File: config.mk
export PLATFORM = sky130hd
export DESIGN_NAME = hpt_coef_regs_flat
export DESIGN_NICKNAME = d
export VERILOG_FILES = /design/src/hdl/hpt_pkg.sv /design/src/hdl/hpt_if.sv /design/src/hdl/hpt_coef_regs.sv /design/src/flat_wrapper.sv
export SDC_FILE = /design/constraint.sdc
export NUM_CORES = 1
export LEC_CHECK = 0
export BUFFER_PORTS_ARGS = -buffer_cell sky130_fd_sc_hd__buf_2
export CORE_AREA = 2 2 227 229
export CTS_BUF_LIST = sky130_fd_sc_hd__clkbuf_16
export DETAILED_ROUTE_END_ITERATION = 6
export DIE_AREA = 0 0 229 231
export PLACE_DENSITY = 0.68
export SETUP_SLACK_MARGIN = 0.4
export SYNTH_ARGS = -nofsm -noshare
export SYNTH_HDL_FRONTEND = slang
export SYNTH_SLANG_ARGS = --single-unit
File: constraint.sdc
create_clock -name clk -period 10.15 [get_ports clk]
set_clock_uncertainty 0.15 [all_clocks]
set_input_delay 0.5075 -clock clk [delete_from_list [all_inputs] [get_ports clk]]
set_output_delay 0.5075 -clock clk [all_outputs]
set_load 0.02 [all_outputs]
File: src/hdl/hpt_pkg.sv
// ----------------------------------------------------------------------------
// hpt_pkg
// Shared types and constants of the homogeneous point transform.
// ----------------------------------------------------------------------------
package hpt_pkg;

  localparam int FRAC_BITS_DEF = 16;
  localparam int COMP_W        = 32;            // one coordinate or coefficient
  localparam int DIM           = 4;             // x, y, z, w
  localparam int PROD_W        = 2 * COMP_W;    // one full product
  localparam int PAIR_W        = PROD_W + 1;    // sum of two products
  localparam int SUM_W         = PROD_W + 2;    // sum of four products
  localparam int CFG_IDX_W     = 8;
  localparam int CFG_DATA_W    = 2 * COMP_W;
  localparam int NUM_REGS      = 8;
  localparam int REG_SEL_W     = $clog2(NUM_REGS);

  // Register indexes
  localparam logic [REG_SEL_W-1:0] REG_ROW0_COLS01 = 3'd0;
  localparam logic [REG_SEL_W-1:0] REG_ROW0_COLS23 = 3'd1;
  localparam logic [REG_SEL_W-1:0] REG_ROW1_COLS01 = 3'd2;
  localparam logic [REG_SEL_W-1:0] REG_ROW1_COLS23 = 3'd3;
  localparam logic [REG_SEL_W-1:0] REG_ROW2_COLS01 = 3'd4;
  localparam logic [REG_SEL_W-1:0] REG_ROW2_COLS23 = 3'd5;
  localparam logic [REG_SEL_W-1:0] REG_ROW3_COLS01 = 3'd6;
  localparam logic [REG_SEL_W-1:0] REG_ROW3_COLS23 = 3'd7;

  typedef struct packed {
    logic signed [COMP_W-1:0] x_in;
    logic signed [COMP_W-1:0] y_in;
    logic signed [COMP_W-1:0] z_in;
    logic signed [COMP_W-1:0] w_in;
    logic                     last_point;
  } point_t;

  typedef struct packed {
    logic signed [COMP_W-1:0] x_out;
    logic signed [COMP_W-1:0] y_out;
    logic signed [COMP_W-1:0] z_out;
    logic signed [COMP_W-1:0] w_out;
    logic                     last_out;
    logic                     clipped;
  } result_t;

  typedef logic [DIM-1:0][COMP_W-1:0] vec_t;
  typedef logic [DIM-1:0][DIM-1:0][COMP_W-1:0] coef_mat_t;

  // Per-stage load enables of the lane pipeline
  typedef struct packed {
    logic en1;
    logic en2;
    logic en3;
  } adv_t;

  typedef struct packed {
    logic [COMP_W-1:0] value;
    logic              sat;
  } lane_res_t;

  typedef lane_res_t [DIM-1:0] lane_vec_t;

endpackage

File: src/hdl/hpt_if.sv


interface hpt_cfg_if;
  logic                           valid;
  logic                           ready;
  logic [hpt_pkg::CFG_IDX_W-1:0]  index;
  logic [hpt_pkg::CFG_DATA_W-1:0] data;
  modport source (output valid, output index, output data, input ready);
  modport sink   (input valid, input index, input data, output ready);
endinterface

File: src/hdl/hpt_coef_regs.sv
// ----------------------------------------------------------------------------
// hpt_coef_regs
// Eight 64-bit matrix registers, reset to identity, unpacked to 4x4 coefs.
// ----------------------------------------------------------------------------
module hpt_coef_regs #(
  parameter int FRAC_BITS = hpt_pkg::FRAC_BITS_DEF
) (
  input  logic               clk,
  input  logic               rst,
  hpt_cfg_if.sink            cfg,
  output hpt_pkg::coef_mat_t coef
);

  localparam int CompW = hpt_pkg::COMP_W;
  localparam logic [CompW-1:0] One  = CompW'(1) << FRAC_BITS;
  localparam logic [CompW-1:0] Zero = '0;

  logic [hpt_pkg::CFG_DATA_W-1:0] regs [hpt_pkg::NUM_REGS];

  assign cfg.ready = 1'b1;

  always_ff @(posedge clk) begin
    if (rst) begin
      regs[hpt_pkg::REG_ROW0_COLS01] <= {Zero, One};
      regs[hpt_pkg::REG_ROW0_COLS23] <= {Zero, Zero};
      regs[hpt_pkg::REG_ROW1_COLS01] <= {One, Zero};
      regs[hpt_pkg::REG_ROW1_COLS23] <= {Zero, Zero};
      regs[hpt_pkg::REG_ROW2_COLS01] <= {Zero, Zero};
      regs[hpt_pkg::REG_ROW2_COLS23] <= {Zero, One};
      regs[hpt_pkg::REG_ROW3_COLS01] <= {Zero, Zero};
      regs[hpt_pkg::REG_ROW3_COLS23] <= {One, Zero};
    end else if (cfg.valid && (cfg.index < hpt_pkg::CFG_IDX_W'(hpt_pkg::NUM_REGS))) begin
      // indexes past the last register are dropped
      regs[cfg.index[hpt_pkg::REG_SEL_W-1:0]] <= cfg.data;
    end
  end

  // register 2r+h: low half is column 2h, high half column 2h+1
  for (genvar r = 0; r < hpt_pkg::DIM; r++) begin : g_row
    for (genvar c = 0; c < hpt_pkg::DIM; c++) begin : g_col
      assign coef[r][c] = regs[2 * r + c / 2][CompW * (c % 2) +: CompW];
    end
  end

endmodule

File: src/flat_wrapper.sv
// flat-port wrapper written by rule: the top's interface ports become plain ports
module hpt_coef_regs_flat 
#(
  parameter int FRAC_BITS = hpt_pkg::FRAC_BITS_DEF
)
  (clk, rst, coef, cfg_valid, cfg_index, cfg_data, cfg_ready);
  hpt_cfg_if cfg_i ();
  input  logic clk;
  input  logic rst;
  output hpt_pkg::coef_mat_t coef;
  input wire logic [$bits(cfg_i.valid)-1:0] cfg_valid;
  input wire logic [$bits(cfg_i.index)-1:0] cfg_index;
  input wire logic [$bits(cfg_i.data)-1:0] cfg_data;
  output wire logic [$bits(cfg_i.ready)-1:0] cfg_ready;
  assign cfg_i.valid = cfg_valid;
  assign cfg_i.index = cfg_index;
  assign cfg_i.data = cfg_data;
  assign cfg_ready = cfg_i.ready;
  hpt_coef_regs #(.FRAC_BITS(FRAC_BITS)) u_core (.clk(clk), .rst(rst), .cfg(cfg_i), .coef(coef));
endmodule
Word-level counts from Yosys, hierarchy flattened
Memories as Yosys holds them, arrays and structs flattened.
Cells that the tools add are included.
{"block": "classes", "n_lt_le_gt_ge": 1, "muxes": 8, "n_reduce_logical": 2}
{"operator": "$mux W64", "count": 1}
{"operator": "$reduce_or A64 Y1", "count": 1}
{"operator": "$lt A8 B4 Y1 const B", "count": 1}
{"operator": "$mux W1", "count": 6}
{"operator": "$mux W3", "count": 1}
{"operator": "$logic_and A1 B1 Y1", "count": 1}
{"block": "totals", "regBits": 0, "ramBits": 512, "in_bits": 75, "out_inout_bits": 513, "elab_cells": 12, "mem_count": 1}
{"name": "u_core.regs", "words": 8, "width": 64, "rd": 8, "rd_clocked_by_memory_dff": 0, "write_ports": 8, "line": "hpt_coef_regs.sv:18", "rtl": "logic [hpt_pkg::CFG_DATA_W-1:0] regs [hpt_pkg::NUM_REGS];"}

Depth between registers and ports, before layout
Gate-level depths: netlist (run 1).
{"block": "depth", "depth_word": 7, "mapped_depth": 6, "mapped_depth_nobuf": 2}

Worst setup path before layout (run 1)
OpenSTA, ideal clock, no wires.
{"block": "synth_path", "kind": "input -> register", "startpoint": "in rst", "endpoint": "mem u_core.regs[6][0] (netlist name) (enable)", "setup_time_ps": 661, "arrival_ps": 8040, "required_ps": 9339, "slack_ps": 1300, "path_stages": 5, "n_path_buf": 3, "path_cell_list": "or4b_1 clkbuf_1 buf_2 buf_2 o41ai_1"}
{"item": "start: declaration", "line": "flat_wrapper.sv:9", "rtl": "input logic rst;"}
{"item": "end: declaration", "line": "hpt_coef_regs.sv:18"}

==> flow_summary.json, run 1 <==
{
  "synth-seq-area-share_pct": 69.2,
  "seq_area_sq_mm": 0.0154,
  "switching_share_pct": 26.5,
  "areaGrowthSynthToFinish_pct": 22.2,
  "syn_area_sq_mm": 0.0222,
  "drtIter0Drc": 1821,
  "multiInputGateArea_sq_mm": 0.00596,
  "grt_use_total_pct": 25.7,
  "min_period_ns": 3.17,
  "outcome": "finished, final reports clean",
  "power_density_mw_per_mm2": 183,
  "numCtsBuffers": 54,
  "hp-class": "input pin to flip-flop",
  "met1_usage_pct": 37.4,
  "worstMarginPinSlew_ns": 1.35,
  "antenna_found_initial": 14,
  "io_pins": 588,
  "yosysTopAreaCell": "edfxtp_1",
  "ys_ff_latch": 512,
  "synth-compound-area-share_pct": 0.315,
  "worstHoldPathCells": 3,
  "final_max_slew_viol_count": 0,
  "ant_nets": 0,
  "setup_viol": 0,
  "min_from": "cfg_index[3]",
  "port_buffers": 586,
  "htree_levels": 2,
  "ctsRootBufferMaster": "clkbuf_16",
  "dp_hpwl_microns": 45700,
  "grt_pass1_vias": 14400,
  "die_h_microns": 231,
  "hold_buffers": 0,
  "die_width_microns": 229,
  "synthTopCellsByArea": "edfxtp_1 (69%), nor4_2 (17%), nor4_1 (5.9%)",
  "tns_ns": 0,
  "cts_setup_buffers": 0,
  "nets": 1921,
  "synth_xor_area_share_pct": 0,
  "via_per_inst": 5.92,
  "p_clk_share_pct": 39.5,
  "slew_headroom_pct": 10.0,
  "synth_top_family_by_area": "simple AND/OR/NAND/NOR gates",
  "grt-busiest-layer": "met1",
  "grt_max_degree": 200,
  "fmax_ghz": 0.316,
  "synthMuxAreaShare_pct": 0,
  "syn-num-nets": 1438,
  "clkTransAtPathRegs_ns": 0.06,
  "syn-instance-count": 1363,
  "die_area_sq_mm": 0.0529,
  "maxCapViolCount": 0,
  "critPathKind": "input pin to flip-flop",
  "required_ns": 10.35,
  "layout_common_cells": "buf_2 (585), edfxtp_1 (512), nor4_2 (300)",
  "crit_path_start_kind": "input pin",
  "ys_warn_count": 0,
  "ir_drop_mv": 0.149,
  "cp.arrival_ns": 3.37,
  "rsz0062_at_grt": "no",
  "switching_power_mw": 1.32,
  "leakagePower_nw": 8.62,
  "preCtsSetupSlack_ns": 6.49,
  "path_max_fanout": 195,
  "largest_register_ffs": 512,
  "finalHoldViolCount": 0,
  "routed-via-count": 15300,
  "rows": 83,
  "avgRoutedWirePerCell_microns": 27.4,
  "finalCritPeriodShare_pct": 31.2,
  "top_register": "u_core.regs",
  "core_sq_mm": 0.0507,
  "post_cts_resize_count": 0,
  "synthSimpleGateAreaFrac_pct": 26.1,
  "grt_pass1_wl_microns": 101000,
  "synth_cell_types": 22,
  "drtPass1Iterations": 5,
  "cts_sinks": 512,
  "totalWireLength_microns": 70500,
  "hold_end": "u_core.regs[2][48]",
  "final_common_cell": "buf_2",
  "power.internal_mw": 3.65,
  "avgSynthCellArea_sq_um": 16.3,
  "initial_core_util_pct": 43.8,
  "met2_usage_pct": 36.9,
  "reg_top3": "u_core.regs: 512 flops",
  "combPwrFrac_pct": 11.0,
  "drive_gt1_share_pct": 53.6,
  "seq_power_share_pct": 49.5,
  "cts_buffer_depth": 3,
  "nFillCells": 4247,
  "use_met3_pct": 6.35,
  "end_kind": "flip-flop",
  "synth_top_area_share_pct": 69.2,
  "post_synth_fa_ha_maj_area_fraction_pct": 0,
  "setup_slack_ns": 6.98,
  "gp_congestion": 0.909,
  "drc": 0,
  "grt_overflow": 0,
  "cts_tree": "built"
}
## routing by layer
layer	up-vias	wire, microns
li1	6545	-
met1	7661	29100
met2	921	31600
met3	139	7070
met4	2	2770
met5	-	15
## metrics by stage
stage                     instance area [sq um]  instances  power [mW]  utilization (%)  hold WS (ns)
after floorplan                           22200       1363        2.84                -         0.561
after global placement                    25400       2470        3.05             50.1         0.700
after detailed placement                  25400       2470        3.05             50.1         0.717
after CTS                                 27100       2570        4.99             53.5        0.0817
after global routing                      27200       2577        5.09             53.6         0.118
final                                     27200       2578        4.97             53.6         0.114
## cell usage after synthesis, drive strengths merged
cell / n
nor4b: 1
buf: 83
or2: 1
clkbuf: 105
nor4: 508
or4b: 1
nor3: 1
nand2: 65
or3: 1
conb: 1
and2: 1
edfxtp: 512
nand4: 4
inv: 2
nand2b: 66
nor2b: 1
nor2: 2
o41ai: 8
## cell type report
class | instances | area share, %
well taps | 680 | 3.13
clock inverters | 43 | 1.19
clock buffers | 57 | 5.25
repair buffers | 615 | 11.8
multi-input cells | 661 | 22.0
flip-flops and latches | 512 | 56.6
inverters | 2 | 0.0276
diodes | 8 | 0.0737
## worst max-delay path by stage
stage,end,from,slack [ns]
after floorplan,u_core.regs[6][0],rst,1.30
after global routing,u_core.regs[6][63],cfg_index[4],6.91
after detailed placement,u_core.regs[6][63],cfg_index[4],6.49
after global placement,u_core.regs[6][63],cfg_index[4],6.50
final,u_core.regs[6][63],rst,6.98
after CTS,u_core.regs[6][63],cfg_index[4],7.14
## power by group through the flow
stage               registers, mW  clock network [mW]  logic (mW)
CTS                          2.46                1.98       0.549
global route                 2.47                2.05       0.571
floorplan                    2.67                   0       0.175
finish                       2.46                1.96       0.549
global placement             2.50                   0       0.547
detailed placement           2.50                   0       0.548
## worst max-delay path, stage by stage
cell and delay [ns]:
buf_2 0.12, or4b_4 0.82, buf_4 0.48, buf_12 0.35
nor4_1 0.65
## kinds of logic after synthesis
group,after synthesis
AO/OA/AOI/OAI,8
buffers and inverters,190
flip-flops,512
other,1
AND/OR/NAND/NOR,652
Power figures use the tool's default switching activity.
==> run 2, diff against run 1 <==
- ABC_AREA: unset -> 1
- PLACE_DENSITY: 0.68 -> 0.61
- clock period: 10.15 -> 2.66 ns (I/O delays scaled with it)
==> flow_summary.json, run 2 <==
{
  "worst-path-buf-inv": 5,
  "rsz0062_at_grt": "no",
  "avgRoutedWirePerCell_microns": 21.5,
  "switching_share_pct": 23.6,
  "io_pins": 588,
  "nFillCells": 4468,
  "async_flop_share_pct": 0,
  "drc": 0,
  "syn-instance-count": 1187,
  "top_register": "u_core.regs",
  "via_per_inst": 4.61,
  "final_common_cell": "buf_2",
  "fin_area_sq_mm": 0.0244,
  "ir_drop_mv": 0.516,
  "synthTopCellsByArea": "edfxtp_1 (85%), nor2_1 (11%), inv_1 (1.4%)",
  "die_width_microns": 229,
  "dp_hpwl_microns": 35800,
  "power.internal_mw": 13.8,
  "grt_pass1_wl_microns": 79300,
  "gp_congestion": 0.790,
  "grt_max_degree": 65,
  "grt_overflow": 0,
  "crit_path_start_kind": "input pin",
  "postPlaceCellArea_sq_mm": 0.0220,
  "combPwrFrac_pct": 8.9,
  "crit_start": "cfg_index[2]",
  "ctsRootBufferMaster": "clkbuf_16",
  "ys_ff_latch": 512,
  "critPathKind": "input pin to flip-flop",
  "grt_use_total_pct": 20.4,
  "die_area_sq_mm": 0.0529,
  "finalCritPeriodShare_pct": 82.1,
  "layout_common_cells": "buf_2 (586), nor2_1 (516), edfxtp_1 (512)",
  "areaGrowthSynthToFinish_pct": 34.4,
  "synth-seq-area-share_pct": 84.7,
  "p_clk_share_pct": 39.2,
  "core_sq_mm": 0.0507,
  "synth-edff-count": 512,
  "synth_most_common_cell": "nor2_1",
  "leakagePower_nw": 10.1,
  "maxCapViolCount": 0,
  "crit_family": "buffers and inverters",
  "hp-class": "input pin to flip-flop",
  "cp.depth": 8,
  "fmax_ghz": 0.458,
  "initial_core_util_pct": 35.8,
  "synth_top_area_share_pct": 84.7,
  "setup_viol": 0,
  "finalHoldViolCount": 0,
  "critical_path.max_stage_delay_ns": 0.60,
  "cts_tree": "built",
  "grt_pass1_vias": 12000,
  "die_h_microns": 231,
  "switching_power_mw": 4.27,
  "synth_cell_types": 14,
  "reg_top3": "u_core.regs: 512 flops",
  "cts_buffer_depth": 3,
  "syn-num-nets": 1262,
  "outcome": "finished, final reports clean",
  "ys_warn_count": 0,
  "nets": 1948,
  "seq_power_share_pct": 52.0,
  "cp_common_cell": "dlygate4sd3_1",
  "largest_register_ffs": 512,
  "totalWireLength_microns": 55900,
  "synth_top_flop_cell": "edfxtp_1",
  "avgSynthCellArea_sq_um": 15.3,
  "syn_area_sq_mm": 0.0182,
  "slew_headroom_pct": 33.5,
  "final_max_slew_viol_count": 0,
  "tns_ns": 0,
  "rows": 83,
  "crit_path_end": "u_core.regs[2][48]",
  "required_ns": 2.82,
  "routed-via-count": 12000,
  "cts_sinks": 512,
  "port_buffers": 586,
  "yosysTopAreaCell": "edfxtp_1",
  "min_period_ns": 2.18,
  "drtPass1Iterations": 5,
  "finalPower_mw": 18.1,
  "numCtsBuffers": 52,
  "drive_gt1_share_pct": 36.8,
  "ant_nets": 0,
  "end_kind": "flip-flop",
  "clkTransAtPathRegs_ns": 0.06,
  "htree_levels": 2,
  "antenna_found_initial": 1,
  "synthTopCellsByCount": "nor2_1 (518), edfxtp_1 (512), inv_1 (69)",
  "power_density_mw_per_mm2": 739,
  "cp.arrival_ns": 2.35,
  "worstMarginPinSlew_ns": 0.997,
  "drtIter0Drc": 984,
  "critPathSlowestCell": "dlygate4sd3_1",
  "crit_chain": "dlygate4sd3_1 -> buf_2 -> inv_1 -> nand2_1 -> nor2_4 -> dlygate4sd3_1 -> nand3_1 -> dlygate4sd3_1",
  "path_max_fanout": 3
}
run 2: changes by cell type after synthesis, sizes merged, moves of 4 or more:
cell / delta
nand4: -4
o41ai: -8
nand2: -50
nand2b: -66
buf: -34
clkbuf: -101
nor4: -508
nor2: +518
inv: +70
nand3: +14
run 2: power by group through the flow:
stage | Clock, mW | Sequential, mW | Combinational (mW)
after floorplan | 0 | 10.1 | 0.217
after global placement | 0 | 9.54 | 1.53
after detailed placement | 0 | 9.55 | 1.53
after CTS | 7.20 | 9.39 | 1.61
after global routing | 7.47 | 9.42 | 1.67
final | 7.07 | 9.38 | 1.60
run 2: what timing repair did:
action,4_1_cts,5_1_grt
gates resized for setup,0,4
setup endpoints to repair,0,2
buffers inserted,0,1
endpoints found under the hold margin,512,1
hold buffers,73,2
run 2: tightest hold or removal path, delay by kind of cell:
kind / cells / cell delay [ns]
buffers and inverters: 2 / 0.29
AND/OR/NAND/NOR: 3 / 0.27
run 2: layer usage:
metal / GRT usage, % / vias to the layer above / share of wire, %
met5: 0 / - / 0
met4: 7.41 / 0 / 3.3
met3: 5.37 / 101 / 8.2
met2: 34.6 / 590 / 50
met1: 25.1 / 5889 / 39
li1: - / 5397 / -
run 2: worst min-delay path by stage:
stage	startpoint	endpoint	slack (ns)	cells past startpoint
3_5_place_dp	cfg_data[22]	u_core.regs[3][22]	0.40	3
2_1_floorplan	cfg_index[0]	u_core.regs[0][16]	0.20	2
3_3_place_gp	cfg_data[22]	u_core.regs[7][22]	0.40	3
6_report	cfg_index[6]	u_core.regs[6][6]	0.19	5
4_1_cts	cfg_index[6]	u_core.regs[6][60]	0.15	5
5_1_grt	cfg_index[6]	u_core.regs[3][57]	0.17	5
run 2: cell families after synthesis:
family | after synthesis | share of synthesized area, %
AND/OR/NAND/NOR | 549 | 11.6
buffers and inverters | 125 | 3.68
flip-flops | 512 | 84.7
other | 1 | 0.0206
run 2: area by class of cell:
| cell class | instances | area [sq um] | area share, % |
|---|---|---|---|
| repair buffers | 685 | 3990 | 16.3 |
| flip-flops and latches | 512 | 15400 | 63.0 |
| diodes | 1 | 2.50 | 0.0102 |
| clock buffers | 53 | 1330 | 5.43 |
| inverters | 72 | 270 | 1.11 |
| clock inverters | 45 | 329 | 1.35 |
| multi-input cells | 550 | 2270 | 9.32 |
| well taps | 680 | 851 | 3.48 |
run 2: metrics by stage:
stage	utilization (%)	worst slack, ns	hold slack, ns	cells
5_1_grt	48.2	0.396	0.175	2598
4_1_cts	48.1	0.401	0.155	2595
3_5_place_dp	43.4	0.585	0.400	2424
6_report	48.2	0.476	0.191	2598
2_1_floorplan	-	-0.205	0.196	1187
3_3_place_gp	43.4	0.585	0.395	2424
==> run 3, diff against run 2 <==
- ABC_AREA: 1 -> 0
- PLACE_DENSITY: 0.61 -> 0.68
- clock period: 2.66 -> 2.3 ns (I/O delays scaled with it)
==> flow_summary.json, run 3 (synthesized netlist as in run 1, its figures left out) <==
{
  "totalWireLength_microns": 73300,
  "final_common_cell": "buf_2",
  "numCtsBuffers": 53,
  "worstHoldPathCells": 3,
  "ir_drop_mv": 0.559,
  "top_register": "u_core.regs",
  "drtPass1Iterations": 5,
  "antenna_found_initial": 0,
  "crit_path_start_kind": "input pin",
  "use_met3_pct": 5.78,
  "port_buffers": 586,
  "maxCapViolCount": 0,
  "met2_usage_pct": 39.4,
  "htree_levels": 2,
  "ant_nets": 0,
  "cts_setup_buffers": 0,
  "die_width_microns": 229,
  "met1_usage_pct": 39.1,
  "worstMarginPinSlew_ns": 0.886,
  "preCtsSetupSlack_ns": -0.200,
  "end_kind": "flip-flop",
  "grt_pass1_wl_microns": 105000,
  "fin_area_sq_mm": 0.0286,
  "hp-class": "input pin to flip-flop",
  "drtIter0Drc": 2144,
  "grt_max_degree": 134,
  "drive_gt1_share_pct": 52.3,
  "gp_congestion": 0.913,
  "path_max_fanout": 76,
  "outcome": "finished, final reports clean",
  "io_pins": 588,
  "required_ns": 2.52,
  "cts_sinks": 512,
  "postPlaceCellArea_sq_mm": 0.0262,
  "via_per_inst": 5.97,
  "setup_slack_ns": 0.524,
  "cp.arrival_ns": 2.00,
  "rows": 83,
  "core_sq_mm": 0.0507,
  "setup_viol": 0,
  "finalCritPeriodShare_pct": 77.2,
  "cts_tree": "built",
  "routed-via-count": 16000,
  "areaGrowthSynthToFinish_pct": 28.9,
  "grt_pass1_vias": 15200,
  "largest_register_ffs": 512,
  "leakagePower_nw": 9.37,
  "rsz0062_at_grt": "no",
  "reg_top3": "u_core.regs: 512 flops",
  "finalHoldViolCount": 0,
  "grt-busiest-layer": "met2",
  "slew_headroom_pct": 40.9,
  "cts_buffer_depth": 3,
  "min_period_ns": 1.78,
  "grt_use_total_pct": 26.8,
  "power_density_mw_per_mm2": 775,
  "initial_core_util_pct": 43.8,
  "min_from": "cfg_data[32]",
  "critPathKind": "input pin to flip-flop",
  "ctsRootBufferMaster": "clkbuf_16",
  "layout_common_cells": "buf_2 (585), edfxtp_1 (512), nor4_2 (301)",
  "drc": 0,
  "hold_end": "u_core.regs[2][32]",
  "dp_hpwl_microns": 49200,
  "die_area_sq_mm": 0.0529,
  "clkTransAtPathRegs_ns": 0.06,
  "grt_overflow": 0,
  "avgRoutedWirePerCell_microns": 27.3,
  "nets": 2035,
  "fmax_ghz": 0.563,
  "final_max_slew_viol_count": 0,
  "die_h_microns": 231,
  "crit_start": "rst"
}
-- run 3: cell count changes in the layout (fill, tap and decap cells not counted), sizes merged, moves of 2 or more --
cell | before | now
nand4 | 0 | 4
clkbuf | 53 | 55
nand2b | 0 | 66
clkinvlp | 1 | 3
buf | 611 | 659
nand3 | 14 | 0
nor4 | 0 | 508
o41ai | 0 | 8
nand2 | 15 | 65
dlygate4sd3 | 74 | 71
inv | 89 | 13
nor2 | 520 | 2
-- run 3: worst max path at each step --
stage | to
finish | u_core.regs[6][46]
global route | u_core.regs[6][19]
CTS | u_core.regs[6][46]
detailed placement | u_core.regs[6][46]
global placement | u_core.regs[6][46]
floorplan | u_core.regs[3][0]
-- run 3: area by class of cell --
type	count	area, sq um
antenna	1	2.50
clock buffer	55	1380
clock inverter	42	354
fill	4100	22000
inverter	2	7.51
multi-input combinational	661	6060
sequential	512	15400
tap	680	851
timing repair buffer	730	4620
-- run 3: metal layers --
metal,share of wire [%],vias to the layer above,wire length (microns)
li1,-,6768,-
met1,41,8008,29900
met2,45,1072,33200
met3,10,161,7390
met4,3.7,0,2710
met5,0,-,0
-- run 3: critical path: stages --
cell and delay [ns]:
buf_2 0.10, or4b_4 0.71, buf_12 0.29, buf_12 0.26, nor4_2 0.42
-- run 3: timing repair --
item                                    in CTS  in global routing
hold endpoints to repair                   460                  0
endpoints found under the setup margin       0                  2
hold buffers                                71                  0
resized for setup                            0                  2
-- run 3: report_power, final --
part,internal [mW],switching [mW]
combinational,0.674,2.00
sequential,10.7,0.164
clock,4.99,3.65
-- run 3: metrics by stage --
step	util, %	hold slack [ns]	setup TNS [ns]	total power, mW	std cells
finish	56.5	0.0270	0	22.2	2683
global placement	51.7	0.312	-0.291	13.6	2514
CTS	56.5	0.00107	0	22.3	2682
floorplan	-	0.168	-706.97	12.5	1363
detailed placement	51.7	0.322	-2.19	13.6	2514
global route	56.5	0.0324	0	22.7	2682
